## src/hdl/rfp_pkg.sv

```systemverilog
package rfp_pkg;

    localparam int MAX_PAYLOAD_DEF = 64;

    localparam logic [7:0] START_BYTE     = 8'h55;
    localparam logic [7:0] CMD_SINGLE     = 8'h01;
    localparam logic [7:0] CMD_CONTINUOUS = 8'h02;
    localparam int         RANGING_LEN    = 10;

    localparam int RESULT_W = 40;

    typedef enum logic [2:0] {
        PH_HUNT,
        PH_CMD,
        PH_LEN,
        PH_DATA,
        PH_CHECK
    } t_phase;

    // Packed so that frame_cmd lands in the lowest bits of tdata.
    typedef struct packed {
        logic [23:0] distance_dm;
        logic        is_ranging;
        logic [6:0]  frame_len;
        logic [7:0]  frame_cmd;
    } t_result;

endpackage

```

## src/hdl/rangefinder_frame_parser_core.sv

```systemverilog
// Rangefinder frame parser: takes one received serial byte per beat and
// recovers frames of start byte 0x55, command, length, payload and XOR
// checksum. Every good frame yields one output beat with command, length,
// a ranging flag and the distance in 0.1 m (payload bytes 1..3, big-endian,
// only for command 1 or 2 with length 10, else zero). Bad frames and stray
// bytes yield nothing. A byte is taken every cycle while s_axis_tready is
// high; a frame's result is buffered with its checksum byte. Results sit in
// a two-entry output buffer, so s_axis_tready falls only while two results
// wait on the output side. Lengths above MAX_PAYLOAD abort the frame.
module rangefinder_frame_parser_core #(
    parameter int MAX_PAYLOAD = rfp_pkg::MAX_PAYLOAD_DEF
) (
    input  logic                         i_clk,
    input  logic                         i_rst_n,
    input  logic                         s_axis_tvalid,
    output logic                         s_axis_tready,
    input  logic [7:0]                   s_axis_tdata,  // rx_byte
    output logic                         m_axis_tvalid,
    input  logic                         m_axis_tready,
    // frame_cmd[7:0], frame_len[14:8], is_ranging[15], distance_dm[39:16]
    output logic [rfp_pkg::RESULT_W-1:0] m_axis_tdata
);
    import rfp_pkg::*;

    logic    beat;
    logic    res_valid;
    logic    room;
    t_result res;
    t_result out_res;

    assign beat          = s_axis_tvalid && room;
    assign s_axis_tready = room;
    assign m_axis_tdata  = out_res;

    rfp_parser #(
        .MaxPayload (MAX_PAYLOAD)
    ) u_parser (
        .i_clk       (i_clk),
        .i_rst_n     (i_rst_n),
        .i_beat      (beat),
        .i_byte      (s_axis_tdata),
        .o_res_valid (res_valid),
        .o_res       (res)
    );

    rfp_out_buf u_out_buf (
        .i_clk       (i_clk),
        .i_rst_n     (i_rst_n),
        .i_push      (res_valid),
        .i_data      (res),
        .o_room      (room),
        .o_valid     (m_axis_tvalid),
        .i_pop_ready (m_axis_tready),
        .o_data      (out_res)
    );

endmodule

```

## src/hdl/rfp_parser.sv

```systemverilog
module rfp_parser #(
    parameter int MaxPayload = rfp_pkg::MAX_PAYLOAD_DEF
) (
    input  logic            i_clk,
    input  logic            i_rst_n,
    input  logic            i_beat,
    input  logic [7:0]      i_byte,
    output logic            o_res_valid,
    output rfp_pkg::t_result o_res
);
    import rfp_pkg::*;

    localparam int LenW = $clog2(MaxPayload + 1);

    t_phase            r_phase;
    t_phase            n_phase;
    logic [7:0]        r_cmd;
    logic [LenW-1:0]   r_len;
    logic [LenW-1:0]   r_idx;
    logic [LenW-1:0]   n_idx;
    logic [7:0]        r_xor;
    logic [23:0]       r_dist;
    logic              len_over;
    logic              ranging;

    assign n_idx    = r_idx + LenW'(1);
    assign len_over = i_byte > 8'(MaxPayload);

    always_comb begin
        n_phase = r_phase;
        case (r_phase)
            PH_HUNT: begin
                if (i_byte == START_BYTE) begin
                    n_phase = PH_CMD;
                end
            end
            PH_CMD: n_phase = PH_LEN;
            PH_LEN: begin
                if (len_over) begin
                    n_phase = PH_HUNT;
                end else if (i_byte == 8'd0) begin
                    n_phase = PH_CHECK;
                end else begin
                    n_phase = PH_DATA;
                end
            end
            PH_DATA: begin
                if (n_idx >= r_len) begin
                    n_phase = PH_CHECK;
                end
            end
            PH_CHECK: n_phase = PH_HUNT;
            default:  n_phase = PH_HUNT;
        endcase
    end

    always_comb begin
        ranging = ((r_cmd == CMD_SINGLE) || (r_cmd == CMD_CONTINUOUS))
                  && (r_len == LenW'(RANGING_LEN));
        o_res_valid       = i_beat && (r_phase == PH_CHECK) && (r_xor == i_byte);
        o_res.frame_cmd   = r_cmd;
        o_res.frame_len   = 7'(r_len);
        o_res.is_ranging  = ranging;
        o_res.distance_dm = ranging ? r_dist : 24'd0;
    end

    always_ff @(posedge i_clk) begin
        if (!i_rst_n) begin
            r_phase <= PH_HUNT;
            r_cmd   <= '0;
            r_len   <= '0;
            r_idx   <= '0;
            r_xor   <= '0;
            r_dist  <= '0;
        end else if (i_beat) begin
            r_phase <= n_phase;
            case (r_phase)
                PH_HUNT: begin
                    if (i_byte == START_BYTE) begin
                        r_xor  <= i_byte;
                        r_dist <= '0;
                    end
                end
                PH_CMD: begin
                    r_cmd <= i_byte;
                    r_xor <= r_xor ^ i_byte;
                end
                PH_LEN: begin
                    r_len <= i_byte[LenW-1:0];
                    r_xor <= r_xor ^ i_byte;
                    r_idx <= '0;
                end
                PH_DATA: begin
                    if (r_idx == LenW'(1)) begin
                        r_dist[23:16] <= i_byte;
                    end
                    if (r_idx == LenW'(2)) begin
                        r_dist[15:8] <= i_byte;
                    end
                    if (r_idx == LenW'(3)) begin
                        r_dist[7:0] <= i_byte;
                    end
                    r_xor <= r_xor ^ i_byte;
                    r_idx <= n_idx;
                end
                default: begin
                end
            endcase
        end
    end

endmodule

```

## src/hdl/rfp_out_buf.sv

```systemverilog
module rfp_out_buf (
    input  logic             i_clk,
    input  logic             i_rst_n,
    input  logic             i_push,
    input  rfp_pkg::t_result i_data,
    output logic             o_room,
    output logic             o_valid,
    input  logic             i_pop_ready,
    output rfp_pkg::t_result o_data
);
    import rfp_pkg::*;

    logic    r_main_valid;
    logic    r_skid_valid;
    t_result r_main;
    t_result r_skid;
    logic    pop;

    assign pop     = r_main_valid && i_pop_ready;
    assign o_room  = !r_skid_valid;
    assign o_valid = r_main_valid;
    assign o_data  = r_main;

    always_ff @(posedge i_clk) begin
        if (!i_rst_n) begin
            r_main_valid <= 1'b0;
            r_skid_valid <= 1'b0;
        end else if (pop) begin
            if (r_skid_valid) begin
                r_skid_valid <= i_push;
            end else begin
                r_main_valid <= i_push;
            end
        end else if (i_push) begin
            if (r_main_valid) begin
                r_skid_valid <= 1'b1;
            end else begin
                r_main_valid <= 1'b1;
            end
        end
    end

    always_ff @(posedge i_clk) begin
        if (pop) begin
            if (r_skid_valid) begin
                r_main <= r_skid;
                r_skid <= i_data;
            end else begin
                r_main <= i_data;
            end
        end else if (i_push) begin
            if (r_main_valid) begin
                r_skid <= i_data;
            end else begin
                r_main <= i_data;
            end
        end
    end

endmodule

```

## config.mk

```make
export PLATFORM = sky130hd
export DESIGN_NAME = rangefinder_frame_parser_core
export DESIGN_NICKNAME = d
export VERILOG_FILES = /design/src/hdl/rfp_pkg.sv /design/src/hdl/rangefinder_frame_parser_core.sv /design/src/hdl/rfp_parser.sv /design/src/hdl/rfp_out_buf.sv
export SDC_FILE = /design/constraint.sdc
export NUM_CORES = 1
export LEC_CHECK = 0
export ABC_AREA = 1
export BUFFER_PORTS_ARGS = -buffer_cell sky130_fd_sc_hd__buf_2
export CAP_MARGIN = 25
export CORE_ASPECT_RATIO = 2
export CORE_MARGIN = 5
export CORE_UTILIZATION = 35
export DETAILED_ROUTE_END_ITERATION = 16
export SYNTH_ARGS = -nofsm -noshare
export SYNTH_HDL_FRONTEND = slang
export SYNTH_SLANG_ARGS = --single-unit
```

## constraint.sdc

```tcl
create_clock -name i_clk -period 5.3 [get_ports i_clk]
set_clock_uncertainty 0.05 [all_clocks]
set_input_delay 0.795 -clock i_clk [delete_from_list [all_inputs] [get_ports i_clk]]
set_output_delay 0.795 -clock i_clk [all_outputs]
set_load 0.05 [all_outputs]
```

* Yosys cells after proc, flatten, opt, wreduce, memory -nomap -nowiden
Cells that the tools add are included.
** Operators by class
- Reductions and logical operators :: 27
- Equality and inequality tests :: 20
- $lt $le $gt $ge :: 2
- Bitwise logic cells :: 1
- Muxes and demuxes :: 29
- Add/sub/neg operators :: 1
** Operators with widths (number)
- $mux 40 :: 8
- $mux 24 :: 2
- $pmux 24 s2 :: 1
- $mux 8 :: 4
- $pmux 8 s2 :: 1
- $eq 7x2->1 const B :: 2
- $pmux 7 s2 :: 1
- $mux 3 :: 4
- $ne 2x1->1 const B :: 6
- $pmux 3 s4 :: 1
- $reduce_and 2->1 :: 6
- $reduce_and 4->1 :: 3
- $reduce_bool 2->1 :: 5
- $reduce_and 3->1 :: 3
- $eq 8x1->1 const B :: 1
- $eq 8x2->1 const B :: 1
- $eq 8x7->1 const B :: 1
- $eq 8x8->1 :: 1
- $gt 8x7->1 const B :: 1
- $logic_not 8->1 :: 1
- $xor 8x8->8 :: 1
- $add 7x1->7 const B :: 1
- $eq 7x1->1 const B :: 1
- $eq 7x4->1 const B :: 1
- 11 further kinds :: 23
** Storage, ports and cells
- Output and inout port bits :: 42
- Register bits :: 139

* Logic depth before layout (Yosys ltp)
- Depth in word-level cells :: 7
- Gate-level depth with buffers :: 14

* Hierarchy
Synthesis repeated with hierarchy kept, for this count alone.
** Second synthesis, totals
- Cells, all modules :: 737
- Area, all modules :: 6299.8 um^2
** By module, submodules not included
- rfp_out_buf :: cells an instance 231, times used 1, area an instance 3150.5 um^2
- rfp_parser :: cells an instance 504, times used 1, area an instance 3141.8 um^2
- rangefinder_frame_parser_core :: cells an instance 2, times used 1, area an instance 7.5 um^2

* Worst setup path after synthesis
Ideal clock, no wire load.
- Kind :: input to register
- Start point :: in s_axis_tvalid
- End point :: reg u_out_buf.r_main, in the netlist u_out_buf.o_data[0], enable pin
- Library setup time :: 0.493 ns
- Required time :: 4.757 ns
- Arrival :: 4.175 ns
- Slack :: 0.582 ns
- Stages on the path :: 6
- Cell sequence :: inv_1 > nor2_1 > nand3_1 > nor2_1 > nand3_1 > o21ai_0
** On the way
- Cells in the longest elaborated chain, start to end :: 5
** RTL lines
- start, declared :: RTL line rangefinder_frame_parser_core.sv:15 : input logic s_axis_tvalid,
- $logic_and 1x1->1 :: RTL line rangefinder_frame_parser_core.sv:31 : assign beat = s_axis_tvalid && room;
- $logic_and 1x1->1 (2 in a row) :: RTL line rfp_parser.sv:60 : o_res_valid = i_beat && (r_phase == PH_CHECK) && (r_xor == i_byte);
- $reduce_bool 2->1 (no line)
- $reduce_and 2->1 (no line)
- end signal, assigned :: RTL line rfp_out_buf.sv:46 : r_main <= r_skid;
- end signal, assigned :: RTL line rfp_out_buf.sv:49 : r_main <= i_data;
- end signal, assigned :: RTL line rfp_out_buf.sv:55 : r_main <= i_data;
- end, declared :: RTL line rfp_out_buf.sv:15 : t_result r_main;
Every way passes these cells.
A chain may end at the register's enable or synchronous reset.

* Final worst setup path
- Start point :: in s_axis_tdata[3]
- End point :: reg u_out_buf.r_main, in the netlist u_out_buf.o_data[12], enable pin
** On the way
- Cells in the longest elaborated chain, start to end :: 4
** RTL lines
- start, declared :: RTL line rangefinder_frame_parser_core.sv:17 : input logic [7:0] s_axis_tdata,
- $eq 8x8->1 :: RTL line rfp_parser.sv:60
- $logic_and 1x1->1 :: RTL line rfp_parser.sv:60
- $reduce_bool 2->1 (no line)
- $reduce_and 2->1 (no line)
Every way passes these cells.

==> results.md <==
- Leak: 2.95 nW
- DRT Pass-1 Iters: 4
- Finish-stage setup viols: 0
- Share of layout cells above drive strength 1: 13.2%
- Critical path cell sequence: buf_2 > xnor2_1 > nand2_1 > nor2_1 > nand3_1 > o21ai_4 > buf_4
- Worst vdd ir: 0.268 mV
- Busiest metal layer after global routing: met2
- Total GRT Usage: 13.9%
- Placed standard-cell area: 6410 um2
- Max incr delay on CP: 0.56 ns
- Antenna diode count: 0
- Final period util: 48.7%
- Simple logic cell fraction of the synthesized area: 19.2%
- Main combinational cell family by area after synthesis: simple AND/OR/NAND/NOR gates
- Core Rows: 67
- Worst Slack Setup Final: 2.72 ns
- Actual slew at the worst max-slew pin: 0.909 ns
- Final Power: 2.85 mW
- Multi-input combinational cell area: 2000 um2
- CP required: 5.34 ns
- Clock period minus worst slack: 2.58 ns
- DRC: 0
- Hold Path Class: flip-flop to flip-flop
- ANT nets after route: 0
- Outcome: completed
- Die height: 194 um
- Pwr Density: 410 nW/um2
- Largest net degree at the start of global routing: 46
- Mean Syn Cell Area: 8.99 um2
- Slew Limit Fails: 0
- Chip width: 102 um
- Vias: 4398
- DR WL/cell: 13.9 um
- Worst skew pair latency: 0.42 ns
- Area Growth Syn to Fin: 17.4%
- Filler Cells Inserted: 1689
- CP Capture Type: flip-flop
- Core Footprint: 16700 um2
- Max_cap viols: 0
- Register Area: 3580 um2
- Delay-heaviest family, CP: compound AO/OA/AOI/OAI gates
- Grt met1 use: 14.5%
- Clock-pin slew on the worst setup and hold paths: 0.05 ns
- Setup_tns: 0 ns
- Most common cell after layout, fill and taps aside: nand2_1
- Clock sinks: 139
- GPL Wtd Cong: 0.855
- Initial DRC Count: 226
- Hpwl dp: 9.29 mm
- XOR/XNOR Fraction of Synth Area: 1.92%
- Most frequent cells in the layout: nand2_1 (161), nor2_1 (86), edfxtp_1 (80), inv_1 (68), a21oi_1 (65)
- Final cell count without fillers: 935
- Port bufs: 53
- Cell area after layout: 6950 um2
- M2 GR Usage: 25.5%
- # resized after CTS: 0
- CTS Hold Buffers Added: 0
- CP Buf/Inv Count: 2
- TritonCTS clock tree: built
- Routed WL: 13.0 mm
- Starting Density: 35.5%
- Setup WS pre-CTS: 2.28 ns
- Final hold violations: 0
- GRT Residual Overflow: 0
- Vias per inst: 4.70
- Placed instance count: 902
- Clock Root Buffer: clkbuf_16
- Distinct cells, synth: 24
- Critical path startpoint category: primary input
- Syn Nets: 680
- Max Buffers Root-to-Sink: 2
- Post-Syn Area: 5920 um2
- Crit path max fanout: 24
- Multiplexer share of the synthesized area: 0%
- Vias in the first global route: 4312
- Crit-path slowest cell: o21ai_4
- Compound-cell area share of the yosys netlist: 10.1%
- Post-Synth Adder-Cell Area: 2.11%
- # H-tree levels: 4
- RSZ-0062 raised after global routing: no
- Mapped Cells: 658
- Die ar.: 19800 um2
- Postcts setup bufs: 0
- CP Class: primary input to flip-flop
- Met3 Use GR: 3.31%
- Nets@finish: 737
- Num CTS Buffers: 17
- Antenna violations before repair: 0
- Seq cells post-synth: 139
- Sequential share of the synthesized area: 60.5%
- Yosys warning total: 0
- First-pass GRT wire length: 21.2 mm
- WP data arrival: 2.62 ns
- Rel. slew slack: 39.2%
- I/O pin count: 54
- Max Freq: 388 MHz
[metal layers]
| metal | wire (um) | vias to the layer above |
|---|---|---|
| li1 | - | 2273 |
| met1 | 4900 | 2020 |
| met2 | 7310 | 82 |
| met3 | 466 | 23 |
| met4 | 338 | 0 |
| met5 | 0 | - |
[through the flow]
stage,hold WS [ns],util (%)
2_1_floorplan,0.375,-
3_3_place_gp,0.383,38.4
3_5_place_dp,0.390,38.4
4_1_cts,0.406,41.5
5_1_grt,0.417,41.7
6_report,0.408,41.7
[cells in the mapped netlist]
cell type  count  area, um2
a211oi_1       1       7.51
a21oi_1       66        330
a21oi_4        1       16.3
buf_1          1       3.75
buf_2          4       20.0
buf_4          2       15.0
clkbuf_1      13       48.8
dfxtp_1       59       1180
edfxtp_1      80       2400
ha_1          10        125
inv_1         68        255
inv_2          5       18.8
nand2_1      161        604
nand3_1       33        165
nand4_1        3       18.8
nor2_1        87        327
nor2_2         1       6.26
nor3_1         3       15.0
o21a_1         1       7.51
o21ai_0       44        220
o21ai_2        1       8.76
o21bai_1       1       7.51
xnor2_1        6       52.6
xor2_1         7       61.3
[tightest hold or removal path, cell delays in order (launching register included)]
cell     delay, ns
dfxtp_1       0.31
nand2_1       0.06
a21oi_1       0.05
[where the power goes]
part           switching [mW]  leakage, nW  internal [mW]
Sequential             0.0559         1.29           1.21
Combinational           0.392         1.42          0.161
Clock                   0.436        0.245          0.590
[sequential cells by signal, indices dropped and copies added, names as in the netlist]
register	flops
u_out_buf.o_data	40
u_out_buf.r_skid	40
u_parser.r_dist	24
u_parser.r_cmd	8
u_parser.r_xor	8
u_parser.r_idx	7
u_parser.r_len	7
u_parser.r_phase	3
u_out_buf.o_valid	1
u_out_buf.r_skid_valid	1
[layout make-up]
class	instances	share of cell area, %
tap	207	3.73
multi-input combinational	426	28.7
clock inverter	13	1.15
timing repair buffer	58	4.64
inverter	73	3.94
sequential	139	51.6
clock buffer	19	6.23
[worst paths after layout]
check | startpoint | to | slack, ns | cells after the start
max | s_axis_tdata[3] | u_out_buf.o_data[12]$_DFFE_PP_ | 2.72 | 7
max reg2reg | u_parser.r_idx[0]$_SDFFE_PN0P_ | u_parser.r_phase[0]$_SDFFE_PN0P_ | 2.74 | 13
min | u_parser.r_dist[12]$_SDFFE_PN0P_ | u_parser.r_dist[12]$_SDFFE_PN0P_ | 0.41 | 2
min reg2reg | u_parser.r_dist[12]$_SDFFE_PN0P_ | u_parser.r_dist[12]$_SDFFE_PN0P_ | 0.41 | 2
[kinds of logic after synthesis]
kind of cell | after synthesis
and+or+nand+nor | 288
DFF | 139
AOI/OAI and AO/OA | 115
buffers and inverters | 93
xor gates and xnor gates | 13
adders and majority gates | 10
Note: power is estimated with default switching activity, not from simulation.
